**src/asls_pkg.sv**
```systemverilog
// Shared types and constants for the activity status LED sequencer.
package asls_pkg;

    // Operating modes, as reported in mode_now.
    localparam logic [1:0] MODE_ACTIVE = 2'd0;
    localparam logic [1:0] MODE_IDLE   = 2'd1;
    localparam logic [1:0] MODE_FLASH  = 2'd2;
    localparam logic [1:0] MODE_ASLEEP = 2'd3;

    // Command codes carried in the input transaction.
    localparam logic [1:0] CMD_TICK     = 2'd0;
    localparam logic [1:0] CMD_ACTIVITY = 2'd1;
    localparam logic [1:0] CMD_LINK     = 2'd2;

    // Activity codes for an activity change.
    localparam logic [1:0] ACT_ACTIVE = 2'd0;
    localparam logic [1:0] ACT_IDLE   = 2'd1;
    localparam logic [1:0] ACT_SLEEP  = 2'd2;

    // Configuration register indexes.
    localparam int CFG_ADDR_W = 3;
    localparam int CFG_DATA_W = 16;
    localparam logic [CFG_ADDR_W-1:0] REG_IDLE_ON     = 3'd0;
    localparam logic [CFG_ADDR_W-1:0] REG_IDLE_OFF    = 3'd1;
    localparam logic [CFG_ADDR_W-1:0] REG_FLASH_COUNT = 3'd2;
    localparam logic [CFG_ADDR_W-1:0] REG_FLASH_ON    = 3'd3;
    localparam logic [CFG_ADDR_W-1:0] REG_FLASH_OFF   = 3'd4;

    // Register reset values.
    localparam logic [15:0] IDLE_ON_RST     = 16'd1000;
    localparam logic [15:0] IDLE_OFF_RST    = 16'd2000;
    localparam logic [3:0]  FLASH_COUNT_RST = 4'd3;
    localparam logic [15:0] FLASH_ON_RST    = 16'd80;
    localparam logic [15:0] FLASH_OFF_RST   = 16'd80;

    // Current configuration.
    typedef struct packed {
        logic [15:0] idle_on_ms;
        logic [15:0] idle_off_ms;
        logic [3:0]  flash_count;
        logic [15:0] flash_on_ms;
        logic [15:0] flash_off_ms;
    } cfg_t;

    // Sequencer state.
    typedef struct packed {
        logic [1:0]  mode;
        logic        lit_phase;
        logic [15:0] ticks_left;
        logic [3:0]  flashes_left;
        logic        power_lit;
        logic        link_lit;
    } seq_state_t;

endpackage

```
**src/asls_cfg_regs.sv**
```systemverilog
// Configuration register file of the LED sequencer.
module asls_cfg_regs (
    input  logic                              aclk,
    input  logic                              aresetn,
    input  logic                              cfg_we,
    input  logic [asls_pkg::CFG_ADDR_W-1:0]   cfg_addr,
    input  logic [asls_pkg::CFG_DATA_W-1:0]   cfg_wdata,
    output asls_pkg::cfg_t                    cfg
);

    asls_pkg::cfg_t cfg_reg;

    // Write decode; indexes beyond the list are ignored.
    always_ff @(posedge aclk) begin
        if (!aresetn) begin
            cfg_reg.idle_on_ms   <= asls_pkg::IDLE_ON_RST;
            cfg_reg.idle_off_ms  <= asls_pkg::IDLE_OFF_RST;
            cfg_reg.flash_count  <= asls_pkg::FLASH_COUNT_RST;
            cfg_reg.flash_on_ms  <= asls_pkg::FLASH_ON_RST;
            cfg_reg.flash_off_ms <= asls_pkg::FLASH_OFF_RST;
        end else if (cfg_we) begin
            case (cfg_addr)
                asls_pkg::REG_IDLE_ON:     cfg_reg.idle_on_ms   <= cfg_wdata;
                asls_pkg::REG_IDLE_OFF:    cfg_reg.idle_off_ms  <= cfg_wdata;
                asls_pkg::REG_FLASH_COUNT: cfg_reg.flash_count  <= cfg_wdata[3:0];
                asls_pkg::REG_FLASH_ON:    cfg_reg.flash_on_ms  <= cfg_wdata;
                asls_pkg::REG_FLASH_OFF:   cfg_reg.flash_off_ms <= cfg_wdata;
                default: begin
                end
            endcase
        end
    end

    assign cfg = cfg_reg;

endmodule

```
**src/asls_step.sv**
```systemverilog
// Next-state logic of the LED sequencer for one command.
module asls_step (
    input  asls_pkg::seq_state_t st,
    input  asls_pkg::cfg_t       cfg,
    input  logic [1:0]           cmd,
    input  logic [1:0]           activity,
    input  logic                 link_up,
    output asls_pkg::seq_state_t nxt
);

    logic [3:0] flashes_dec;

    assign flashes_dec = st.flashes_left - 4'd1;

    always_comb begin
        nxt = st;
        unique case (cmd)
            // Millisecond tick: count down, act on expiry of the period.
            asls_pkg::CMD_TICK: begin
                if (st.mode == asls_pkg::MODE_IDLE || st.mode == asls_pkg::MODE_FLASH) begin
                    if (st.ticks_left > 16'd1) begin
                        nxt.ticks_left = st.ticks_left - 16'd1;
                    end else if (st.mode == asls_pkg::MODE_IDLE) begin
                        nxt.lit_phase  = !st.lit_phase;
                        nxt.power_lit  = !st.lit_phase;
                        nxt.ticks_left = st.lit_phase ? cfg.idle_off_ms : cfg.idle_on_ms;
                    end else if (!st.lit_phase) begin
                        // End of a dark gap: next flash, or sleep if none remain.
                        if (st.flashes_left == 4'd0) begin
                            nxt.mode       = asls_pkg::MODE_ASLEEP;
                            nxt.power_lit  = 1'b0;
                            nxt.ticks_left = 16'd0;
                        end else begin
                            nxt.lit_phase  = 1'b1;
                            nxt.power_lit  = 1'b1;
                            nxt.ticks_left = cfg.flash_on_ms;
                        end
                    end else begin
                        // End of a flash; no gap follows the last one.
                        nxt.power_lit    = 1'b0;
                        nxt.lit_phase    = 1'b0;
                        nxt.flashes_left = flashes_dec;
                        if (flashes_dec == 4'd0) begin
                            nxt.mode       = asls_pkg::MODE_ASLEEP;
                            nxt.ticks_left = 16'd0;
                        end else begin
                            nxt.ticks_left = cfg.flash_off_ms;
                        end
                    end
                end
            end
            // Activity change restarts the named mode.
            asls_pkg::CMD_ACTIVITY: begin
                unique case (activity)
                    asls_pkg::ACT_ACTIVE: begin
                        nxt.mode         = asls_pkg::MODE_ACTIVE;
                        nxt.power_lit    = 1'b1;
                        nxt.link_lit     = link_up;
                        nxt.lit_phase    = 1'b0;
                        nxt.ticks_left   = 16'd0;
                        nxt.flashes_left = 4'd0;
                    end
                    asls_pkg::ACT_IDLE: begin
                        nxt.mode         = asls_pkg::MODE_IDLE;
                        nxt.link_lit     = 1'b0;
                        nxt.lit_phase    = 1'b1;
                        nxt.power_lit    = 1'b1;
                        nxt.ticks_left   = cfg.idle_on_ms;
                        nxt.flashes_left = 4'd0;
                    end
                    asls_pkg::ACT_SLEEP: begin
                        nxt.mode         = asls_pkg::MODE_FLASH;
                        nxt.power_lit    = 1'b0;
                        nxt.link_lit     = 1'b0;
                        nxt.lit_phase    = 1'b0;
                        nxt.ticks_left   = cfg.flash_off_ms;
                        nxt.flashes_left = cfg.flash_count;
                    end
                    default: begin
                    end
                endcase
            end
            // Link change only shows while active.
            asls_pkg::CMD_LINK: begin
                if (st.mode == asls_pkg::MODE_ACTIVE) begin
                    nxt.link_lit = link_up;
                end
            end
            default: begin
            end
        endcase
    end

endmodule

```
**src/activity_status_led_sequencer_core.sv**
```systemverilog
// Top level of the activity status LED sequencer.
//
//  Channel  | Ports                     | Contents
//  ---------+---------------------------+-----------------------------------------
//  input    | s_tvalid s_tready s_tdata | tuser: cmd; tdata: activity, link_up
//  result   | m_tvalid m_tready m_tdata | tdata: power_led, link_led, mode_now
//  config   | cfg_we cfg_addr cfg_wdata | register write, no read-back
//
// Each transaction is held in the input register until the result register is
// free and then moves there; one transaction per cycle is sustained while the
// result side keeps m_tready high.
// Reset (synchronous, active low) empties both registers and restores the
// state and configuration. A stalled result holds while one more input waits.
module activity_status_led_sequencer_core (
    input  logic                            aclk,
    input  logic                            aresetn,
    input  logic                            s_tvalid,
    output logic                            s_tready,
    input  logic [7:0]                      s_tdata,   // [1:0] activity, [2] link_up
    input  logic [1:0]                      s_tuser,   // [1:0] cmd
    output logic                            m_tvalid,
    input  logic                            m_tready,
    output logic [7:0]                      m_tdata,   // [0] power_led, [1] link_led,
                                                       // [3:2] mode_now
    input  logic                            cfg_we,
    input  logic [asls_pkg::CFG_ADDR_W-1:0] cfg_addr,
    input  logic [asls_pkg::CFG_DATA_W-1:0] cfg_wdata
);

    asls_pkg::cfg_t       cfg;
    asls_pkg::seq_state_t state_reg;
    asls_pkg::seq_state_t state_next;

    logic       in_valid_reg;
    logic [1:0] cmd_reg;
    logic [1:0] activity_reg;
    logic       link_up_reg;
    logic       out_valid_reg;
    logic [7:0] out_data_reg;
    logic       advance;

    asls_cfg_regs u_cfg (
        .aclk      (aclk),
        .aresetn   (aresetn),
        .cfg_we    (cfg_we),
        .cfg_addr  (cfg_addr),
        .cfg_wdata (cfg_wdata),
        .cfg       (cfg)
    );

    asls_step u_step (
        .st       (state_reg),
        .cfg      (cfg),
        .cmd      (cmd_reg),
        .activity (activity_reg),
        .link_up  (link_up_reg),
        .nxt      (state_next)
    );

    // The held transaction moves on when the result register is free.
    assign advance  = in_valid_reg && (!out_valid_reg || m_tready);
    assign s_tready = !in_valid_reg || advance;

    // Input register.
    always_ff @(posedge aclk) begin
        if (!aresetn) begin
            in_valid_reg <= 1'b0;
        end else if (s_tready) begin
            in_valid_reg <= s_tvalid;
        end
    end

    always_ff @(posedge aclk) begin
        if (s_tvalid && s_tready) begin
            cmd_reg      <= s_tuser;
            activity_reg <= s_tdata[1:0];
            link_up_reg  <= s_tdata[2];
        end
    end

    // Sequencer state advances once per transaction.
    always_ff @(posedge aclk) begin
        if (!aresetn) begin
            state_reg.mode         <= asls_pkg::MODE_ACTIVE;
            state_reg.lit_phase    <= 1'b0;
            state_reg.ticks_left   <= 16'd0;
            state_reg.flashes_left <= 4'd0;
            state_reg.power_lit    <= 1'b1;
            state_reg.link_lit     <= 1'b0;
        end else if (advance) begin
            state_reg <= state_next;
        end
    end

    // Result register.
    always_ff @(posedge aclk) begin
        if (!aresetn) begin
            out_valid_reg <= 1'b0;
        end else if (advance) begin
            out_valid_reg <= 1'b1;
        end else if (m_tready) begin
            out_valid_reg <= 1'b0;
        end
    end

    always_ff @(posedge aclk) begin
        if (advance) begin
            out_data_reg <= {4'b0000, state_next.mode, state_next.link_lit,
                             state_next.power_lit};
        end
    end

    assign m_tvalid = out_valid_reg;
    assign m_tdata  = out_data_reg;

    // The link LED is dark in every mode but active.
    a_link_dark: assert property (@(posedge aclk) disable iff (!aresetn)
        state_reg.mode != asls_pkg::MODE_ACTIVE |-> !state_reg.link_lit)
        else $error("link LED lit outside the active mode");

    // Flashes are only pending during the flash sequence.
    a_flash_count: assert property (@(posedge aclk) disable iff (!aresetn)
        state_reg.mode != asls_pkg::MODE_FLASH |-> state_reg.flashes_left == 4'd0)
        else $error("flashes pending outside the flash sequence");

    // A transaction held in the input register is not lost while the output stalls.
    a_hold_input: assert property (@(posedge aclk) disable iff (!aresetn)
        in_valid_reg && !advance |=> in_valid_reg && $stable(cmd_reg))
        else $error("held input transaction dropped");

    // A reported sleep state always has both LEDs dark.
    a_sleep_dark: assert property (@(posedge aclk) disable iff (!aresetn)
        m_tvalid && m_tdata[3:2] == asls_pkg::MODE_ASLEEP |-> m_tdata[1:0] == 2'b00)
        else $error("LED lit while asleep");

endmodule
```
**config.mk**
```make
export PLATFORM = sky130hd
export DESIGN_NAME = activity_status_led_sequencer_core
export DESIGN_NICKNAME = d
export VERILOG_FILES = /design/src/asls_pkg.sv /design/src/asls_cfg_regs.sv /design/src/asls_step.sv /design/src/activity_status_led_sequencer_core.sv
export SDC_FILE = /design/constraint.sdc
export NUM_CORES = 1
export LEC_CHECK = 0
export BUFFER_PORTS_ARGS = -buffer_cell sky130_fd_sc_hd__buf_2
export CORE_MARGIN = 2
export CORE_UTILIZATION = 38
export CTS_CLUSTER_SIZE = 16
export DETAILED_ROUTE_END_ITERATION = 7
export PLACE_DENSITY = 0.65
export SYNTH_ARGS = -nofsm -noshare
export SYNTH_HDL_FRONTEND = slang
export SYNTH_HIERARCHICAL = 1
export SYNTH_SLANG_ARGS = --single-unit
```
**constraint.sdc**
```tcl
create_clock -name aclk -period 2.7 [get_ports aclk]
set_clock_uncertainty 0.2 [all_clocks]
set_input_delay 0.54 -clock aclk [delete_from_list [all_inputs] [get_ports aclk]]
set_output_delay 0.54 -clock aclk [all_outputs]
set_load 0.1 [all_outputs]
```
; After elaboration in Yosys (flattened, before gate mapping)
; Index checks and enable logic that the tools add are counted.
[totals]
regBits = 104
latchBits = 0
ram_bits = 0
mem_bits_ro = 0
inputBits = 34
out_inout_bits = 10
n_memories = 0
[op_classes]
add_sub_neg = 2
n_mul = 0
n_div = 0
order_cmp = 1
n_eq_ne = 15
n_shift = 0
muxes = 23
bitwise = 0
n_reduce_logical = 24
[op_table]
columns = op, n
row1 = $pmux W25 S3, 1
row2 = $mux W16, 4
row3 = $pmux W24 S2, 1
row4 = $mux W24, 1
row5 = $mux W19, 1
row6 = $mux W17, 1
row7 = $gt A16 B1 Y1 const B, 1
row8 = $sub A16 B1 Y16 const B, 1
row9 = $reduce_and A2 Y1, 5
row10 = $logic_not A4 Y1, 2
row11 = $mux W4, 2
row12 = $reduce_and A7 Y1, 1
row13 = $eq A2 B1 Y1 const B, 3
row14 = $eq A2 B2 Y1 const B, 3
row15 = $eq A3 B2 Y1 const B, 2
row16 = $logic_not A2 Y1, 3
row17 = $mux W1, 6
row18 = $mux W2, 3
row19 = $ne A2 B2 Y1 const B, 3
row20 = $mux W5, 1
row21 = $reduce_and A5 Y1, 1
row22 = $ne A4 B4 Y1 const B, 1
row23 = $reduce_and A4 Y1, 1
row24 = $reduce_bool A2 Y1, 2
row25 = 10 further kinds, 15

; Logic depth before layout (Yosys ltp)
; Gate-level depths: netlist of the first run.
[logic_depth]
word_depth = 8
mapped_depth = 11
depth_no_buf = 9

; Hierarchy
; The synthesis of the first run kept the hierarchy.
[by_module_without_submodules]
columns = mod, instances, cells_per_inst, area_per_inst_um2, seq_area_each_um2
row1 = asls_cfg_regs, 1, 254, 2625.0, 1361.3
row2 = asls_step, 1, 306, 2048.2, 0.0
row3 = activity_status_led_sequencer_core, 1, 132, 1416.4, 810.8

; Worst setup path before layout of the first run
; OpenSTA, ideal clock, no wires.
[synth_path]
path_type = register to register
from = register out_valid_reg, in the netlist m_tvalid
to = register activity_reg[0], enable pin
setup_time_ps = 265
t_arrival_ps = 2390
t_required_ps = 2235
slack_ps = -156
stages_incl_launch_ff = 4
path_cell_list = dfxtp_1 nor2b_4 nand2_1 and2_1
[synth_between]
elab_chain_len = 5
[synth_rtl]
columns = item, line_no
row1 = from (decl), activity_status_led_sequencer_core.sv:38  ; logic out_valid_reg;
row2 = from (signal assigned), activity_status_led_sequencer_core.sv:98  ; out_valid_reg <= 1'b0;
row3 = from (signal assigned), activity_status_led_sequencer_core.sv:100  ; out_valid_reg <= 1'b1;
row4 = from (signal assigned), activity_status_led_sequencer_core.sv:102  ; out_valid_reg <= 1'b0;
row5 = $logic_not A1 Y1, activity_status_led_sequencer_core.sv:61  ; assign advance = in_valid_reg && (!out_valid_reg || m_tready);
row6 = $logic_or A1 B1 Y1, activity_status_led_sequencer_core.sv:61
row7 = $logic_and A1 B1 Y1, activity_status_led_sequencer_core.sv:61
row8 = $logic_or A1 B1 Y1, activity_status_led_sequencer_core.sv:62  ; assign s_tready = !in_valid_reg || advance;
row9 = named net s_tready, activity_status_led_sequencer_core.sv:18  ; output logic s_tready,
row10 = $logic_and A1 B1 Y1, activity_status_led_sequencer_core.sv:74  ; if (s_tvalid && s_tready) begin
row11 = to (signal assigned), activity_status_led_sequencer_core.sv:76  ; activity_reg <= s_tdata[1:0];
row12 = to (decl), activity_status_led_sequencer_core.sv:36  ; logic [1:0] activity_reg;
; The timed path passes the listed nets, and every way through them passes these cells.
; A chain may end at the register's enable or synchronous reset.

==> results of run 1 <==
worst register-to-register path: stages, from the launching register on:
cell and delay [ps]:
dfxtp_1 330, inv_1 70, ha_1 190, or3b_1 370, o311a_4 360, a221o_1 360, a32oi_1 340, nand3_1 120
nand2_1 70, mux2i_1 60
metal layers:
layer	wire length, um	vias to the layer above	global-route usage (%)
met2	6911	137	29.75
met3	831	13	3.420
met1	7764	2484	27.35
li1	-	2584	-
met5	0	-	0
met4	187	0	4.881
Yosys cell counts, drive strengths merged, types with 13 or more instances:
cell type / instances / area share, %
a221o: 13 / 2.2
a22oi: 13 / 1.6
buf: 29 / 3.6
clkbuf: 29 / 1.8
dfxtp: 95 / 31
mux2i: 104 / 17
nor2: 17 / 1.3
nand3: 16 / 1.4
inv: 18 / 1.1
nor2b: 35 / 3.7
nand2: 144 / 8.9
o21ai: 20 / 1.6
what timing repair did:
item                                    CTS  global route
setup buffers                             0             0
endpoints found under the setup margin    1            13
gates resized for setup                   1             5
pin swaps                                 0             1
final cells by class:
type	instances	area, um^2	share of cell area (%)
multi-input combinational	514	3572	50.86
sequential	104	2175	30.96
timing repair buffer	92	633.1	9.013
tap	216	270.3	3.848
clock buffer	9	225.2	3.206
clock inverter	7	77.57	1.104
inverter	19	71.32	1.015
path summary, 6_finish.rpt:
kind / from / slack (ps) / end
max: state_reg[3] / 100 / state_reg[10]
min: s_tdata[1] / 170 / activity_reg[1]
max reg2reg: state_reg[3] / 100 / state_reg[10]
min reg2reg: state_reg[0] / 260 / state_reg[0]
power by group:
part	total (mW)	switching (mW)	internal, mW
Combinational	0.433	0.273	0.160
Clock	1.35	0.616	0.731
Sequential	1.62	0.0294	1.59
kinds of logic after synthesis:
kind of cell,synth area share [%]
other,0.06158
muxes,18.02
adders and majority gates,1.849
DFF,35.67
and+or+nand+nor,21.53
xor gates and xnor gates,0.7193
AOI/OAI and AO/OA,15.62
buffers and inverters,6.534
stage by stage:
stage | cell area [um^2] | utilization (%) | power [mW] | worst slack (ps) | std cells
after global routing | 7024 | 44.54 | 3.536 | 2.764 | 961
after floorplan | 6102 | - | 1.958 | 137.3 | 695
after detailed placement | 6685 | 42.39 | 2.083 | 21.37 | 945
after CTS | 6994 | 44.35 | 3.430 | 25.60 | 961
after global placement | 6685 | 42.39 | 2.081 | 19.28 | 945
final | 7024 | 44.54 | 3.401 | 100.0 | 961
==> flow_summary.yaml, run 1 <==
clock_network:
  cts_buffers: 9
  clock_sinks: 104
  clockRootBuffer: "clkbuf_16"
  cts_tree: "built"
  clk_pin_slew_ps: 70
  clkLatencyLatePin_ps: 360
  ctsHtreeMaxLevel: 3
  clk_path_buf_depth: 2
  postCtsHoldBufs: 0
synth:
  synth.avg_cell_area_um2: 8.800
  syn_area_um2: 6090
  synth_cell_types: 74
  synthCells: 692
  async_reset_ff_share_pct: 0
  ys.warnings.count: 6
  yosysSeqAreaShare_pct: 35.67
  synth_edf_count: 9
  ys_ff_latch: 104
  synth_ff_type: "dfxtp_1"
cells_and_area:
  drive_above_1_share_pct: 18.93
  final_cell_mix: "nand2_1, mux2i_1, dfxtp_1"
  largest_reg_flops: 68
  layout_commonest_cell: "nand2_1"
  nNetsFinal: 783
  antenna_cells: 0
  fillers: 1578
  layout-area-overhead-vs-synth_pct: 15.35
place:
  place_congestion: 0.8671
  hpwl_um: 11260
  portBuffers: 34
die:
  initial_core_util_pct: 38.61
  placementRows: 46
  pin_count: 44
  die_w_um: 130.6
  die_area_um2: 17050
  die_y_um: 130.6
  core_area_um2: 15770
sta:
  worstMarginPinSlew_ps: 705.8
  finalSetupViolations: 0
  rsz0062_at_grt: "no"
  relSlewSlack_pct: 52.77
  fin_crit_sh_pct: 96.30
  finalSetupTns_ps: 0
  timing.final.hold_violations: 0
  fin_crit_ps: 2600
  whs_ps: 165.5
  slew_violations: 0
  max_freq_mhz: 384.6
critical_path:
  setup.worst_path.start_class: "register"
  crit_chain: "inv_1 > ha_1 > or3b_1 > o311a_4 > a221o_1 > a32oi_1 > nand3_1 > nand2_1 > mux2i_1"
  worst-r2r-cell-count: 9
  cp.arrival_ps: 2620
  critical_path_depth: 9
  critPathMaxFanout: 5
  critPathBufInv: 1
  max_stage_delay_ps: 370
  crit_family: "compound AO/OA/AOI/OAI gates"
  endpoint_kind: "register"
  critPathKind: "register to register"
  slowest_stage: "or3b_1"
  worst_ep_required_time_ps: 2720
global_route:
  overflow: 0
  grt_antenna_before_repair: 0
  grt_pass1_vias: 4883
  grt_pass1_wl_um: 25520
  track_usage_pct: 19.09
  grt_max_degree: 58
outcome:
  status: "finished clean"
drt:
  drt_iter0_drc: 296
  ant_nets: 0
  wl_per_cell_um: 16.33
  wl_um: 15690
  drcViolationCount: 0
  drt-pass1-iter-count: 5
  vias_per_cell: 5.430
  vias: 5218
worst_hold_path:
  min_path_type: "input pin to register"
  min_path_cells: 1
pwr:
  cellPowerDensity_nw_per_um2: 484.2
  p_leak_nw: 2.849
  ir_drop_v: 0.0004655
run:
  drv_cap: 0
Power figures use the tool's default switching activity.
==> run 2: changes to the inputs <==
BUFFER_PORTS_ARGS = -buffer_cell sky130_fd_sc_hd__buf_4   (was -buffer_cell sky130_fd_sc_hd__buf_2)
==> run 2 against run 1 <==
  * Register-to-register slack got worse by 40 ps
  * Non-clock buffer count fell by 4
  * Power fell by 0.72%
  * Die area did not move
  * Sequential power barely moved
==> flow_summary.yaml, run 2 (synthesis results as in run 1) <==
worst_hold_path:
  min_path_cells: 1
  min_path_type: "input pin to register"
drt:
  ant_nets: 0
  vias_per_cell: 5.469
  drt-pass1-iter-count: 5
  drcViolationCount: 0
  wl_per_cell_um: 16.46
  wl_um: 15750
  drt_iter0_drc: 383
  vias: 5234
sta:
  fin_crit_ps: 2645
  relSlewSlack_pct: 56.50
  slew_violations: 0
  finalSetupViolations: 0
  worstMarginPinSlew_ps: 652.4
  fin_crit_sh_pct: 97.96
  rsz0062_at_grt: "yes"
  max_freq_mhz: 378.1
  whs_ps: 160.3
  timing.final.hold_violations: 0
global_route:
  busiest_layer: "met2"
  grt_max_degree: 72
  met2_usage_pct: 28.62
  grt_util_met1_pct: 27.14
  grt_pass1_wl_um: 25250
  grt_antenna_before_repair: 0
  use_met3_pct: 3.583
  track_usage_pct: 18.92
  overflow: 0
  grt_pass1_vias: 4834
clock_network:
  cts_buffers: 9
  clock_sinks: 104
  ctsHtreeMaxLevel: 3
  clkLatencyLatePin_ps: 360
  clk_path_buf_depth: 2
  cts_tree: "built"
  clockRootBuffer: "clkbuf_16"
  clk_pin_slew_ps: 80
  postCtsHoldBufs: 0
die:
  pin_count: 44
  placementRows: 46
  die_y_um: 130.6
  core_area_um2: 15770
  initial_core_util_pct: 38.61
  die_area_um2: 17050
  die_w_um: 130.6
cells_and_area:
  largest_reg_flops: 68
  drive_above_1_share_pct: 19.30
  final_core_util_pct: 44.90
  final_cell_mix: "nand2_1, mux2i_1, dfxtp_1"
  layout-area-overhead-vs-synth_pct: 16.27
  nNetsFinal: 779
  layout_commonest_cell: "nand2_1"
  antenna_cells: 0
place:
  portBuffers: 34
  hpwl_um: 11190
  place_congestion: 0.8954
pwr:
  p_leak_nw: 2.843
  p_switching_uw: 963.6
  pwr-share-comb_pct: 13.1
  p_sw_share_pct: 28.54
  ir_drop_v: 0.0003749
  intPower_mw: 2.413
  cellPowerDensity_nw_per_um2: 476.8
  power.total_mw: 3.376
  clkPwrFrac_pct: 38.9
  seq_power_share_pct: 48.0
critical_path:
  critPathBufInv: 1
  endpoint_kind: "register"
  worst_ep_required_time_ps: 2720
  cp.arrival_ps: 2660
  slowest_stage: "a211oi_1"
  max_stage_delay_ps: 430
  critPathMaxFanout: 6
  setup.worst_path.start_class: "register"
  critPathKind: "register to register"
  crit_chain: "inv_1 > ha_2 > or3b_1 > o311a_4 > and2_2 > a211oi_1 > o21ai_0 > nand2_1 > mux2i_1"
  critical_path_depth: 9
  crit_family: "compound AO/OA/AOI/OAI gates"
  worst-r2r-cell-count: 9
outcome:
  status: "finished clean"
run:
  drv_cap: 0
-- run 2: path summary, 6_finish.rpt --
kind,from,endpoint,slack [ps]
max,state_reg[3],state_reg[20],60
min,s_tdata[1],activity_reg[1],160
max reg2reg,state_reg[3],state_reg[20],60
min reg2reg,u_cfg/cfg[38],u_cfg/cfg[38],260
-- run 2: power by group through the flow --
stage	Sequential (mW)	Combinational (mW)	Clock, mW
3_3_place_gp	1.66	0.431	0
4_1_cts	1.62	0.434	1.35
3_5_place_dp	1.66	0.432	0
5_1_grt	1.63	0.475	1.40
2_1_floorplan	1.67	0.285	0
6_report	1.62	0.441	1.31
-- run 2: repair_timing --
item	CTS	global route
endpoints found under the setup margin	0	14
buffers inserted	0	1
gates resized for setup	0	14
-- run 2: cell type report --
cell class,instances,area [um^2]
well taps,216,270.3
flip-flops and latches,104,2176
inverters,19,71.32
repair buffers,88,676.9
fillers,1575,8690
clock inverters,7,71.32
multi-input cells,514,3590
clock buffers,9,225.2
-- run 2: per-stage QoR --
stage | cell area, um^2 | TNS [ps] | std cells | worst slack [ps]
2_1_floorplan | 6102 | 0 | 695 | 137.3
3_3_place_gp | 6718 | 0 | 940 | 25.31
3_5_place_dp | 6718 | 0 | 940 | 19.86
4_1_cts | 7014 | 0 | 956 | 18.33
5_1_grt | 7081 | -1.067 | 957 | -1.067
6_report | 7081 | 0 | 957 | 55.20
-- run 2: per-layer routing --
metal	part of all wire, %	vias up
met5	0	-
met1	49	2485
met4	1.9	0
met2	43	152
li1	-	2570
met3	5.7	27
==> run 3: changes to the inputs <==
--- a/constraint.sdc
+++ b/constraint.sdc
@@ -4,2 +4,2 @@
 set_output_delay 0.54 -clock aclk [all_outputs]
-set_load 0.1 [all_outputs]
+set_load 0.05 [all_outputs]
==> run 3 against run 2 <==
  * Power up 2.4%
  * Register-to-register slack about the same
  * First-iteration DRC count down 22%
  * Non-clock buffer count up 7
  * Wire length down 1.4%
  * Final cell count up 0.73%
  * Critical endpoint is now state_reg[7]
==> flow_summary.yaml, run 3 (synthesis results as in run 1) <==
clock_network:
  cts_buffers: 9
  clk_path_buf_depth: 2
  cts_setup_buffers: 0
  cts_tree: "built"
  clkLatencyLatePin_ps: 360
  clockRootBuffer: "clkbuf_16"
  ctsHtreeMaxLevel: 3
  clock_sinks: 104
  postCtsHoldBufs: 0
  clk_pin_slew_ps: 80
drt:
  ant_nets: 0
  drcViolationCount: 0
  wl_per_cell_um: 16.11
  drt-pass1-iter-count: 5
  wl_um: 15530
  drt_iter0_drc: 298
  vias_per_cell: 5.392
  vias: 5198
outcome:
  status: "finished clean"
cells_and_area:
  drive_above_1_share_pct: 19.25
  largest_reg_flops: 68
  instances_no_fill: 964
  final_cell_mix: "nand2_1, mux2i_1, dfxtp_1, buf_4, nor2b_1"
  final_core_util_pct: 45.33
  design_area_um2: 7148
  nNetsFinal: 786
  antenna_cells: 0
  layout_commonest_cell: "nand2_1"
  layout-area-overhead-vs-synth_pct: 17.38
die:
  die_y_um: 130.6
  die_area_um2: 17050
  placementRows: 46
  core_area_um2: 15770
  pin_count: 44
  die_w_um: 130.6
  initial_core_util_pct: 38.61
pwr:
  cellPowerDensity_nw_per_um2: 483.9
  p_switching_uw: 938.9
  power.total_mw: 3.459
  seq_power_share_pct: 46.9
  intPower_mw: 2.520
  clkPwrFrac_pct: 40.9
  ir_drop_v: 0.0002735
  p_leak_nw: 2.894
  pwr-share-comb_pct: 12.2
  p_sw_share_pct: 27.14
sta:
  fin_crit_sh_pct: 98.33
  slew_violations: 0
  fin_crit_ps: 2655
  timing.final.hold_violations: 0
  finalSetupViolations: 0
  worstMarginPinSlew_ps: 648.5
  rsz0062_at_grt: "yes"
  max_freq_mhz: 376.7
  relSlewSlack_pct: 56.71
place:
  placed_cells: 948
  portBuffers: 34
  place_congestion: 0.8826
  hpwl_um: 11200
  postPlaceCellArea_um2: 6789
global_route:
  overflow: 0
  grt_antenna_before_repair: 0
  track_usage_pct: 19.02
  grt_max_degree: 62
  grt_pass1_wl_um: 25470
  grt_pass1_vias: 4879
critical_path:
  worst_ep_required_time_ps: 2730
  endpoint_kind: "register"
  critPathKind: "register to register"
  critPathMaxFanout: 7
  setup.worst_path.start_class: "register"
  cp.arrival_ps: 2690
worst_hold_path:
  min_path_type: "input pin to register"
run:
  drv_cap: 0
run 3: changes by cell type in the layout (fill, tap and decap cells not counted), sizes merged:
| cell | previous run | this run |
|---|---|---|
| inv | 22 | 23 |
| clkinvlp | 2 | 0 |
| bufinv | 0 | 1 |
| buf | 88 | 95 |
run 3: final timing paths:
kind / start / to / slack [ps] / depth (start not counted)
max reg2reg: state_reg[2] / state_reg[7] / 50 / 10
min: s_tdata[2] / link_up_reg / 160 / 1
min reg2reg: state_reg[0] / state_reg[0] / 260 / 2
max: state_reg[2] / state_reg[7] / 50 / 10
run 3: layer usage:
metal,share of wire (%),track usage [%],vias up
met3,6.3,4.031,20
li1,-,-,2573
met5,0,0,-
met4,1.8,5.945,0
met2,42,28.71,154
met1,49,27.21,2451
run 3: what timing repair did:
item / CTS / global route
pin swaps: 0 / 1
setup endpoints to repair: 4 / 14
cloned: 0 / 0
gates resized for setup: 3 / 6
run 3: per-stage QoR:
step | hold slack (ps) | setup slack (ps) | setup TNS, ps
2_1_floorplan | 231.3 | 137.3 | 0
3_3_place_gp | 243.7 | -98.56 | -138.4
3_5_place_dp | 251.5 | -84.71 | -140.5
4_1_cts | 145.2 | 42.74 | 0
5_1_grt | 147.5 | -9.255 | -16.92
6_report | 157.2 | 45.17 | 0
run 3: critical path, stage by stage, from the launching register on:
cell	delay [ps]
dfxtp_2	360
inv_1	50
ha_1	210
or3b_1	380
o311a_4	390
and2_2	250
buf_4	150
a221oi_1	270
o21ai_0	140
nand2_1	70
mux2i_1	60
run 3: cell type report:
cell class                 instances  area, um^2
inverter                          19       71.32
clock buffer                       9       225.2
clock inverter                     7       95.09
multi-input combinational        514        3573
timing repair buffer              95       738.2
tap                              216       270.3
sequential                       104        2175
fill                            1552        8622
run 3: power by group through the flow:
stage          Sequential, mW  Combinational [mW]  Clock (mW)
3_3_place_gp             1.66               0.414           0
6_report                 1.62               0.422        1.41
5_1_grt                  1.63               0.456        1.50
4_1_cts                  1.62               0.417        1.44
2_1_floorplan            1.66               0.273           0
3_5_place_dp             1.66               0.415           0
